### src/design/msft_pkg.sv
package msft_pkg;

	// built server count and derived widths
	localparam int MAX_SERVERS = 16;
	localparam int SRV_W       = (MAX_SERVERS > 1) ? $clog2(MAX_SERVERS) : 1;

	// fixed field widths
	localparam int TIME_W = 48;
	localparam int DUR_W  = 32;
	localparam int CNT_W  = 5;

	// configuration port
	localparam int ADDR_W = 3;
	localparam int DATA_W = 32;

	// register indexes
	localparam logic REG_SERVER_COUNT = 1'b0;

	localparam logic [CNT_W-1:0] SERVER_COUNT_RST = CNT_W'(1);

	// controller to datapath
	typedef struct packed {
		logic load_in;  // capture input beat, restart scan
		logic scan_en;  // compare one stored free time
		logic calc;     // start and saturated finish
		logic commit;   // write back, load output register
	} msft_cmd_t;

	// datapath to controller
	typedef struct packed {
		logic scan_last; // current scan index is the last server in use
	} msft_sts_t;

endpackage

### src/design/multi_server_finish_time.sv
// Multi-server FCFS finish time.
// Input channel (in_valid/in_ready) takes one request per beat: arrival_time
// and service_duration. Output channel (out_valid/out_ready) returns one
// finish_time per request, in request order.
// Each request goes to the server in use that is free earliest (lowest index
// on ties); service starts at the later of arrival and that free time, and
// finish = start + duration saturates at 2^48-1 and becomes the server's
// new free time.
// Steps: accept, a scan of the stored free times over the servers in use, add
// and saturate, write back. A new request is taken only after write back.
// A request is accepted while a previous result still waits in the output
// register; if the receiver stalls, write back holds until that result is
// taken, and in_ready stays low meanwhile.
// server_count sits at APB byte address 0 (reset 1); 0 acts as 1, counts
// above the built server count are clamped. Write it only while idle.
// Reset clears all server free times to zero and empties the output register.
module multi_server_finish_time (
	input  logic                             clk,
	input  logic                             arst_n,
	input  logic                             psel,
	input  logic                             penable,
	input  logic                             pwrite,
	input  logic [msft_pkg::ADDR_W-1:0]      paddr,
	input  logic [msft_pkg::DATA_W-1:0]      pwdata,
	output logic [msft_pkg::DATA_W-1:0]      prdata,
	output logic                             pready,
	input  logic                             in_valid,
	output logic                             in_ready,
	input  logic [msft_pkg::TIME_W-1:0]      arrival_time,
	input  logic [msft_pkg::DUR_W-1:0]       service_duration,
	output logic                             out_valid,
	input  logic                             out_ready,
	output logic [msft_pkg::TIME_W-1:0]      finish_time
);
	import msft_pkg::*;

	logic [CNT_W-1:0] server_count_q;
	logic             reg_idx;
	msft_cmd_t        cmd;
	msft_sts_t        sts;

	assign pready  = 1'b1;
	assign reg_idx = paddr[2];

	// configuration register write
	always_ff @(posedge clk or negedge arst_n) begin
		if (!arst_n) begin
			server_count_q <= SERVER_COUNT_RST;
		end else if (psel && penable && pwrite && pready) begin
			unique case (reg_idx)
				REG_SERVER_COUNT: server_count_q <= pwdata[CNT_W-1:0];
				default: ;
			endcase
		end
	end

	// register readback
	always_comb begin
		unique case (reg_idx)
			REG_SERVER_COUNT: prdata = {{(DATA_W-CNT_W){1'b0}}, server_count_q};
			default:          prdata = '0;
		endcase
	end

	msft_ctrl u_ctrl (
		.clk       (clk),
		.arst_n    (arst_n),
		.in_valid  (in_valid),
		.in_ready  (in_ready),
		.out_valid (out_valid),
		.out_ready (out_ready),
		.sts       (sts),
		.cmd       (cmd)
	);

	msft_datapath u_datapath (
		.clk              (clk),
		.arst_n           (arst_n),
		.cmd              (cmd),
		.sts              (sts),
		.server_count     (server_count_q),
		.arrival_time     (arrival_time),
		.service_duration (service_duration),
		.finish_time      (finish_time)
	);

endmodule

### src/design/msft_datapath.sv
module msft_datapath (
	input  logic                                  clk,
	input  logic                                  arst_n,
	input  msft_pkg::msft_cmd_t                   cmd,
	output msft_pkg::msft_sts_t                   sts,
	input  logic [msft_pkg::CNT_W-1:0]            server_count,
	input  logic [msft_pkg::TIME_W-1:0]           arrival_time,
	input  logic [msft_pkg::DUR_W-1:0]            service_duration,
	output logic [msft_pkg::TIME_W-1:0]           finish_time
);
	import msft_pkg::*;

	logic [TIME_W-1:0] free_q [MAX_SERVERS];
	logic [TIME_W-1:0] arrival_q;
	logic [DUR_W-1:0]  duration_q;
	logic [SRV_W-1:0]  scan_idx_q;
	logic [SRV_W-1:0]  best_idx_q;
	logic [TIME_W-1:0] best_val_q;
	logic [TIME_W-1:0] finish_q;
	logic [TIME_W-1:0] finish_time_q;

	logic [SRV_W-1:0]  last_idx;
	logic [CNT_W-1:0]  cnt_m1;
	logic [TIME_W-1:0] rd_val;
	logic [TIME_W-1:0] start_val;
	logic [TIME_W:0]   sum_val;

	// last server in use: zero counts as one, clamp at the built count
	always_comb begin
		cnt_m1 = server_count - CNT_W'(1);
		if (server_count == '0) begin
			last_idx = '0;
		end else if (int'(server_count) > MAX_SERVERS) begin
			last_idx = SRV_W'(MAX_SERVERS - 1);
		end else begin
			last_idx = SRV_W'(cnt_m1);
		end
	end

	assign sts.scan_last = (scan_idx_q == last_idx);
	assign rd_val        = free_q[scan_idx_q];

	// later of arrival and free time, plus duration, saturated
	always_comb begin
		start_val = (arrival_q > best_val_q) ? arrival_q : best_val_q;
		sum_val   = {1'b0, start_val} + {{(TIME_W+1-DUR_W){1'b0}}, duration_q};
	end

	// input capture, earliest-free scan, finish calc
	always_ff @(posedge clk) begin
		if (cmd.load_in) begin
			arrival_q  <= arrival_time;
			duration_q <= service_duration;
			scan_idx_q <= '0;
		end
		if (cmd.scan_en) begin
			// strict less-than keeps the lowest index on ties
			if (scan_idx_q == '0 || rd_val < best_val_q) begin
				best_val_q <= rd_val;
				best_idx_q <= scan_idx_q;
			end
			if (!sts.scan_last) begin
				scan_idx_q <= scan_idx_q + SRV_W'(1);
			end
		end
		if (cmd.calc) begin
			finish_q <= sum_val[TIME_W] ? {TIME_W{1'b1}} : sum_val[TIME_W-1:0];
		end
		if (cmd.commit) begin
			finish_time_q <= finish_q;
		end
	end

	// server free times, all zero after reset
	always_ff @(posedge clk or negedge arst_n) begin
		if (!arst_n) begin
			for (int i = 0; i < MAX_SERVERS; i++) begin
				free_q[i] <= '0;
			end
		end else if (cmd.commit) begin
			free_q[best_idx_q] <= finish_q;
		end
	end

	assign finish_time = finish_time_q;

endmodule

### src/design/msft_ctrl.sv
module msft_ctrl (
	input  logic                clk,
	input  logic                arst_n,
	input  logic                in_valid,
	output logic                in_ready,
	output logic                out_valid,
	input  logic                out_ready,
	input  msft_pkg::msft_sts_t sts,
	output msft_pkg::msft_cmd_t cmd
);
	import msft_pkg::*;

	typedef enum logic [1:0] {
		ST_IDLE,
		ST_SCAN,
		ST_CALC,
		ST_COMMIT
	} state_t;

	state_t state_q;
	logic   out_valid_q;
	logic   out_free;

	assign out_free = !out_valid_q || out_ready;
	assign in_ready = (state_q == ST_IDLE);
	assign out_valid = out_valid_q;

	// commands decoded from state
	always_comb begin
		cmd.load_in = (state_q == ST_IDLE) && in_valid;
		cmd.scan_en = (state_q == ST_SCAN);
		cmd.calc    = (state_q == ST_CALC);
		cmd.commit  = (state_q == ST_COMMIT) && out_free;
	end

	// sequencer and output valid flag
	always_ff @(posedge clk or negedge arst_n) begin
		if (!arst_n) begin
			state_q     <= ST_IDLE;
			out_valid_q <= 1'b0;
		end else begin
			// a new result replaces the one taken in the same cycle
			if (cmd.commit) begin
				out_valid_q <= 1'b1;
			end else if (out_valid_q && out_ready) begin
				out_valid_q <= 1'b0;
			end
			unique case (state_q)
				ST_IDLE: begin
					if (in_valid) begin
						state_q <= ST_SCAN;
					end
				end
				ST_SCAN: begin
					if (sts.scan_last) begin
						state_q <= ST_CALC;
					end
				end
				ST_CALC: begin
					state_q <= ST_COMMIT;
				end
				ST_COMMIT: begin
					if (out_free) begin
						state_q <= ST_IDLE;
					end
				end
				default: begin
					state_q <= ST_IDLE;
				end
			endcase
		end
	end

	// a result never overwrites one still waiting
	a_commit_free: assert property (@(posedge clk) disable iff (!arst_n)
		cmd.commit |-> (!out_valid_q || out_ready))
		else $error("commit while output register is occupied");

	a_commit_valid: assert property (@(posedge clk) disable iff (!arst_n)
		cmd.commit |=> out_valid)
		else $error("output not valid after commit");

	a_accept_scan: assert property (@(posedge clk) disable iff (!arst_n)
		(in_valid && in_ready) |=> (state_q == ST_SCAN))
		else $error("accepted beat did not start a scan");

	a_scan_end: assert property (@(posedge clk) disable iff (!arst_n)
		(cmd.scan_en && sts.scan_last) |=> (state_q == ST_CALC))
		else $error("scan did not end on last server");

endmodule

### config.mk
export PLATFORM = sky130hd
export DESIGN_NAME = multi_server_finish_time
export DESIGN_NICKNAME = d
export VERILOG_FILES = /design/src/design/msft_pkg.sv /design/src/design/multi_server_finish_time.sv /design/src/design/msft_datapath.sv /design/src/design/msft_ctrl.sv
export SDC_FILE = /design/constraint.sdc
export NUM_CORES = 2
export LEC_CHECK = 0
export ABC_AREA = 1
export CAP_MARGIN = 20
export CELL_PAD_IN_SITES_DETAIL_PLACEMENT = 1
export CELL_PAD_IN_SITES_GLOBAL_PLACEMENT = 1
export CORE_MARGIN = 4
export CORE_UTILIZATION = 40
export DETAILED_ROUTE_END_ITERATION = 8
export DONT_BUFFER_PORTS = 1
export PLACE_DENSITY = 0.64
export SLEW_MARGIN = 20
export SYNTH_ARGS = -nofsm -noshare
export SYNTH_HDL_FRONTEND = slang
export SYNTH_SLANG_ARGS = --single-unit
### constraint.sdc
create_clock -name clk -period 8.99 [get_ports clk]
set_clock_uncertainty 0.2 [all_clocks]
set_input_delay 1.3485 -clock clk [delete_from_list [all_inputs] [get_ports clk]]
set_output_delay 1.3485 -clock clk [all_outputs]
set_load 0.02 [all_outputs]
Word level (Yosys, flattened, before mapping)
Index checks and enable logic that the tools add are counted.
Storage, ports and cells
  register bits after elaboration: 1008
  input bits: 122
  output and inout port bits: 83
  word-level logic and storage cells: 80
Cells by class
  $add $sub $neg: 3
  $lt $le $gt $ge: 6
  equality and inequality tests: 7
  muxes and demuxes: 19
  bitwise operators: 3
  reduce and logical (&&, ||, !) cells: 16
Operators by type and width (count)
  768-bit bitwise mux: 1
  48-bit binary-select mux with 4-bit select: 1
  48-bit demux with 4-bit select: 1
  48-bit two-way mux: 4
  48-bit by 32-bit adder with 49-bit output: 1
  48-bit greater-than comparator: 1
  48-bit < comparator: 1
  4-bit two-way mux: 5
  5-bit greater-or-equal comparator (second input constant): 2
  4-bit inverter with 5-bit output: 2
  2-bit case mux with 4 select lines: 1
  1-bit logical AND: 6
  2-bit two-way mux: 3
  5-bit greater-than comparator (second input constant): 1
  5-bit logical NOT: 1
  5-bit by 1-bit < comparator with 1-bit output (second input constant): 1
  5-bit two-way mux: 1
  4-bit by 1-bit adder with 4-bit output (second input constant): 1
  2-bit == test (second input constant): 2
  4-bit == test: 1
  4-bit logical NOT: 1
  2-bit by 1-bit != test with 1-bit output (second input constant): 2
  2-bit AND reduction: 2
  4-bit by 1-bit subtractor with 4-bit output (second input constant): 1
  9 further kinds: 11

Longest topological paths before layout
  depth after elaboration: 7
  depth in mapped cells: 35
  depth with buffers taken out: 32

Cells and area by module
Synthesis repeated with hierarchy kept, for this count alone.
Second synthesis, totals
  cell total of the unflattened synthesis: 5431
  area total of the unflattened synthesis: 47337.9 um^2
By module, submodules not included
  msft_datapath: instances 1, cells each 5335, area an instance 46621.0 um^2, seq. area each 26145.1 um^2
  multi_server_finish_time: instances 1, cells each 65, area an instance 478.0 um^2, seq. area each 126.4 um^2
  msft_ctrl: instances 1, cells each 31, area an instance 239.0 um^2, seq. area each 75.1 um^2

Worst setup path after synthesis
Ideal clock, no wire load.
  path type: reg2reg
  start: register u_datapath.scan_idx_q[0]
  end: register u_datapath.best_idx_q[0] (enable)
  setup time: 0.541 ns
  data arrival time: 6.697 ns
  data required time: 8.249 ns
  path slack: 1.552 ns
  stages on the path, launching flop included: 18
  path buffers: 4
  clock period less this slack: 7.438 ns
  cell sequence: dfxtp_1 > buf_2 > inv_1 > clkbuf_1 > clkbuf_1 > buf_1 > nor2_1 > o221ai_1 > o211ai_1 > nand3_1 > ha_1 > a21oi_1 > o21a_1 > o21ai_0 > a221oi_1 > o2111a_1 > nand2_1 > a21boi_0
On the way
  word-level cells in the longest chain between the ends: 7
  elaborated cells on any way between the ends: 8
  classes of those cells: order compare (1); mux (3); bitwise (1); reduce/logical (3)
Ends and longest elaborated chain
  from (decl): RTL line msft_datapath.sv:16  | logic [SRV_W-1:0] scan_idx_q;
  from (signal assigned): RTL line msft_datapath.sv:63  | scan_idx_q <= scan_idx_q + SRV_W'(1);
  4-bit inverter with 5-bit output (implied by the code): RTL line msft_datapath.sv:41  | assign rd_val = free_q[scan_idx_q];
  48-bit binary-select mux with 4-bit select: RTL line msft_datapath.sv:41
  48-bit two-way mux (implied by the code) (2 in series): RTL line msft_datapath.sv:41
  net u_datapath.rd_val[43]: RTL line msft_datapath.sv:24  | logic [TIME_W-1:0] rd_val;
  48-bit < comparator: RTL line msft_datapath.sv:58  | if (scan_idx_q == '0 || rd_val < best_val_q) begin
  1-bit logical OR: RTL line msft_datapath.sv:58
  2-bit AND reduction (no line)
  to (signal assigned): RTL line msft_datapath.sv:60  | best_idx_q <= scan_idx_q;
  to (decl): RTL line msft_datapath.sv:17  | logic [SRV_W-1:0] best_idx_q;
The timed path passes the listed nets, and every way through them passes these cells. The select of a mux whose other input is x is not followed.
A chain may end at the register's enable or synchronous reset.

Worst setup path in the final report
  start: register u_datapath.arrival_q[31]
  end: register u_datapath.finish_q[15], data pin
On the way
  word-level cells in the longest chain between the ends: 3
Ends and longest elaborated chain
  from (decl): RTL line msft_datapath.sv:14  | logic [TIME_W-1:0] arrival_q;
  from (signal assigned): RTL line msft_datapath.sv:52  | arrival_q <= arrival_time;
  48-bit greater-than comparator: RTL line msft_datapath.sv:45  | start_val = (arrival_q > best_val_q) ? arrival_q : best_val_q;
  48-bit two-way mux (*): RTL line msft_datapath.sv:45
  48-bit by 32-bit adder with 49-bit output (*): RTL line msft_datapath.sv:46  | sum_val = {1'b0, start_val} + {{(TIME_W+1-DUR_W){1'b0}}, duration_q};
  to (signal assigned): RTL line msft_datapath.sv:67  | finish_q <= sum_val[TIME_W] ? {TIME_W{1'b1}} : sum_val[TIME_W-1:0];
  to (decl): RTL line msft_datapath.sv:19  | logic [TIME_W-1:0] finish_q;
Mark *: on every way between the ends. The rest lies on a longest branch, timed or not.

==> metrics.md <==
| Metric | Value |
|---|---|
| CTS tree | done |
| Yosys top cell area share | a little over two fifths |
| PortBufs | 0 |
| Cell variety after synth | 50 |
| Site Rows | about 120 |
| Hold Path Class | input pin to asynchronous set/reset pin |
| Synth Area in Compound Gates | 18.20% |
| Most common cell on crit path | a21oi_1 |
| Multiplexer area fraction after synthesis | 0% |
| EDFF count, synth | 228 |
| Post-cts resize count | 0 |
| Synth Area per Inst | approximately 9 um2 |
| Critical path class | flip-flop to flip-flop |
| Core area | approximately 0.11 mm2 |
| Area grow syn2layout | 10.38% |
| Critical Path AT | between 7000 and 8000 ps |
| Synth Flop Type | dfrtp_1 |
| Drc violations | 0 |
| Post-Synth XOR/XNOR Area | less than 1% |
| CP max FO | 54 |
| Max Slew Vio Count | 0 |
| Slew margin rel. | 23.65% |
| Fmax | about 140 MHz |
| Slew of the pin with the lowest slew margin | around 1100 ps |
| Crit start category | flip-flop |
| Total number of vias | approximately 36k |
| Initial antenna violation count | 0 |
| Mapped Cells | slightly above 5k |
| Clk Latency, worst-skew pair | around 700 ps |
| WL/cell | around 23 um |
| Vert. Die Dim | 348.9 um |
| Post-DRT Antenna Nets | 0 |
| Max-cap violation count | 0 |
| Syn Std Cell Area | roughly 0.046 mm2 |
| Root Buffer | clkbuf_16 |
| I/O Pins | ~210 |
| Most common cell in the netlist | o21ai_0 |
| Total gr overflow | 0 |
| Largest net degree at the start of global routing | roughly 800 |
| Clock slew at reported path FFs | 60 ps |
| Dpl hpwl | roughly 86000 um |
| Hold-fix buffers, CTS | 0 |
| Detailed Routing Iterations Pass 1 | 5 |
| Post-synth top cells | o21ai_0 (1189), nand2_1 (1103), dfrtp_1 (775), nor2_1 (510), clkbuf_1 (350) |
| Adder-Cell Fraction of Synth Area | between 3 and 4% |
| Seq cells post-synth | roughly 1.0k |
| LEAKAGE | between 0.02 and 0.025 uW |
| Top area cells in the synthesized netlist | dfrtp_1 (42%), edfxtp_1 (15%), o21ai_0 (13%), nand2_1 (8.9%), nor2_1 (4.1%) |
| Part of the cycle the worst path needs | around four fifths |
| Critical Path RT | 9210 ps |
| Die Wd | ~350 um |
| Simple-gate share of the synthesized area | 15.58% |
| Clk buf depth | 3 |
| Share of cells above drive strength 1 | approximately 6% |
| Final hold vios | 0 |
| Cell breakdown of the critical path | ha_1, nand4_1, nor2_1, nand2_1, nor4_2, nand2_1, nand2_4, buf_4, nor2_1, a21oi_1, ha_1, a21oi_1, inv_1, a31oi_1, inv_1, a21oi_1, o21ai_0, a21oi_1, inv_1, nand3_2, nor2_2, nand2_2, buf_4, nand3_1 |
| Final TNS setup | 0 ps |
| Post-CTS Setup Repair Bufs | 0 |
| Cts bufs inserted | roughly 110 |
| Worst VDD drop | between 0.2 and 0.3 mV |
| Total GRT Usage | between 20 and 25% |
| Post-synth top area cell | dfrtp_1 |
| Largest family of logic cells by synthesized area | compound AO/OA/AOI/OAI gates |
| Clock Sinks | 1008 |
| Tot Pwr | 22080 uW |
| CP Buf/Inv Count | 5 |
| Die area | 0.1217 mm2 |
| Starting Density | 40.49% |
| Setup violators final | 0 |
| Unrepaired setup endpoints after global routing | no |
| Met3 WL | roughly 4400 um |
| First-pass GRT wire length | about 230000 um |
| PD cells | between 400 and 500 mW/mm2 |
| FFs w/ async S/R, synth | 76.98% |
| Yosys Warn Count | 0 |
| H-tree Lvls | 3 |
| Post-Route WL | between 100000 and 150000 um |
| DR vias/cell | around 5.5 |
| CP max-delay cell | buf_4 |
| Nets | about 5.2k |
| Post-synthesis sequential area ratio | a little under three fifths |
| Wl on met1 | 68820 um |
| CP peak stage delay | between 500 and 600 ps |
| Worst setup EP type | flip-flop |
| GPL Wtd Cong | ~0.86 |
| Met2 WL | between 70000 and 80000 um |
| Initial DRC Count | roughly 2.8k |
| Minimum clock period | a little over 7000 ps |
| Status | completed |
| Crit path max-delay family | simple AND/OR/NAND/NOR gates |
| Vias in the first global route | around 37k |
| Top Metal Used | met4 |
cells by family after synthesis:
family | Yosys count
other | 2
buffers and inverters | 612
XOR/XNOR | 29
flip-flops | 1008
adder cells (fa/ha/maj) | 137
AO/OA/AOI/OAI | 1573
AND/OR/NAND/NOR | 1824
through the flow:
step	cell area [um2]	utilization, %	instances	hold slack [ps]	setup WS, ps
2_1_floorplan	46580	-	5211	206.4	1552
3_3_place_gp	47330	41.22	6356	235.0	2115
3_5_place_dp	47330	41.22	6356	245.7	1921
4_1_cts	51140	44.54	6565	174.4	1872
5_1_grt	51300	44.69	6571	116.6	1196
6_report	51310	44.69	6573	165.1	1907
metal layers:
layer  global-route usage (%)  up-vias
met3                    2.697      199
met1                    33.38    18300
met5                        0        -
met2                    40.79      553
li1                         -    17130
met4                    7.786        0
state kept, by name, indices dropped and copies added, names as in the netlist:
register	flops
server_count_q	5
u_ctrl.out_valid	1
u_datapath.arrival_q	48
u_datapath.finish_q	48
u_datapath.finish_time	48
u_ctrl.state_q	2
u_datapath.free_q	768
u_datapath.scan_idx_q	4
u_datapath.duration_q	32
u_datapath.best_val_q	48
u_datapath.best_idx_q	4
cells in the final DEF, fill, tap and decap left out, types with 6 or more instances in the layout:
master     count
a21oi_1      124
nand2_1     1087
clkinv_2      17
o221ai_1      75
inv_2          7
or2_2          6
clkbuf_8      30
clkinv_1       6
nor2_1       508
o21a_1         6
buf_4         35
nand4_1       19
xor2_1        22
nand2_4       17
o21ai_0     1189
clkbuf_16    118
xnor2_1        7
edfxtp_1     228
clkbuf_1      28
ha_1         135
a31oi_1        6
nand3_1      136
bufinv_16      7
o22ai_1      120
conb_1        28
o211ai_1      27
nand2_2       26
dfrtp_1      775
inv_1        195
area by class of cell:
class	count	area [um2]
multi-input combinational	3591	17940
tap	1512	1892
clock inverter	33	342.8
sequential	1008	26360
inverter	205	783.3
timing repair buffer	46	511.7
antenna	2	5.005
clock buffer	176	3471
fill	13200	63500
power by group:
| group | internal, uW | total, uW | switching (uW) |
|---|---|---|---|
| Combinational | 2820 | 9130 | 6310 |
| Sequential | 6910 | 8210 | 1300 |
| Clock | 2830 | 4740 | 1900 |
| Total | 12600 | 22100 | 9510 |
final timing paths:
kind | to | from | slack (ps) | depth (start not counted)
setup reg to reg | u_datapath.finish_q[15] | u_datapath.arrival_q[31] | 1910 | 24
setup / recovery | u_datapath.finish_q[15] | u_datapath.arrival_q[31] | 1910 | 24
hold / removal | u_datapath.free_q[343] | arst_n | 170 | 0
min in group clk | u_datapath.finish_time[16] | u_datapath.finish_q[16] | 260 | 0
max in group asynchronous | u_datapath.free_q[708] | arst_n | 5670 | 3
hold reg to reg | u_datapath.finish_time[16] | u_datapath.finish_q[16] | 260 | 0
No activity file was read; power rests on OpenSTA's default activity.
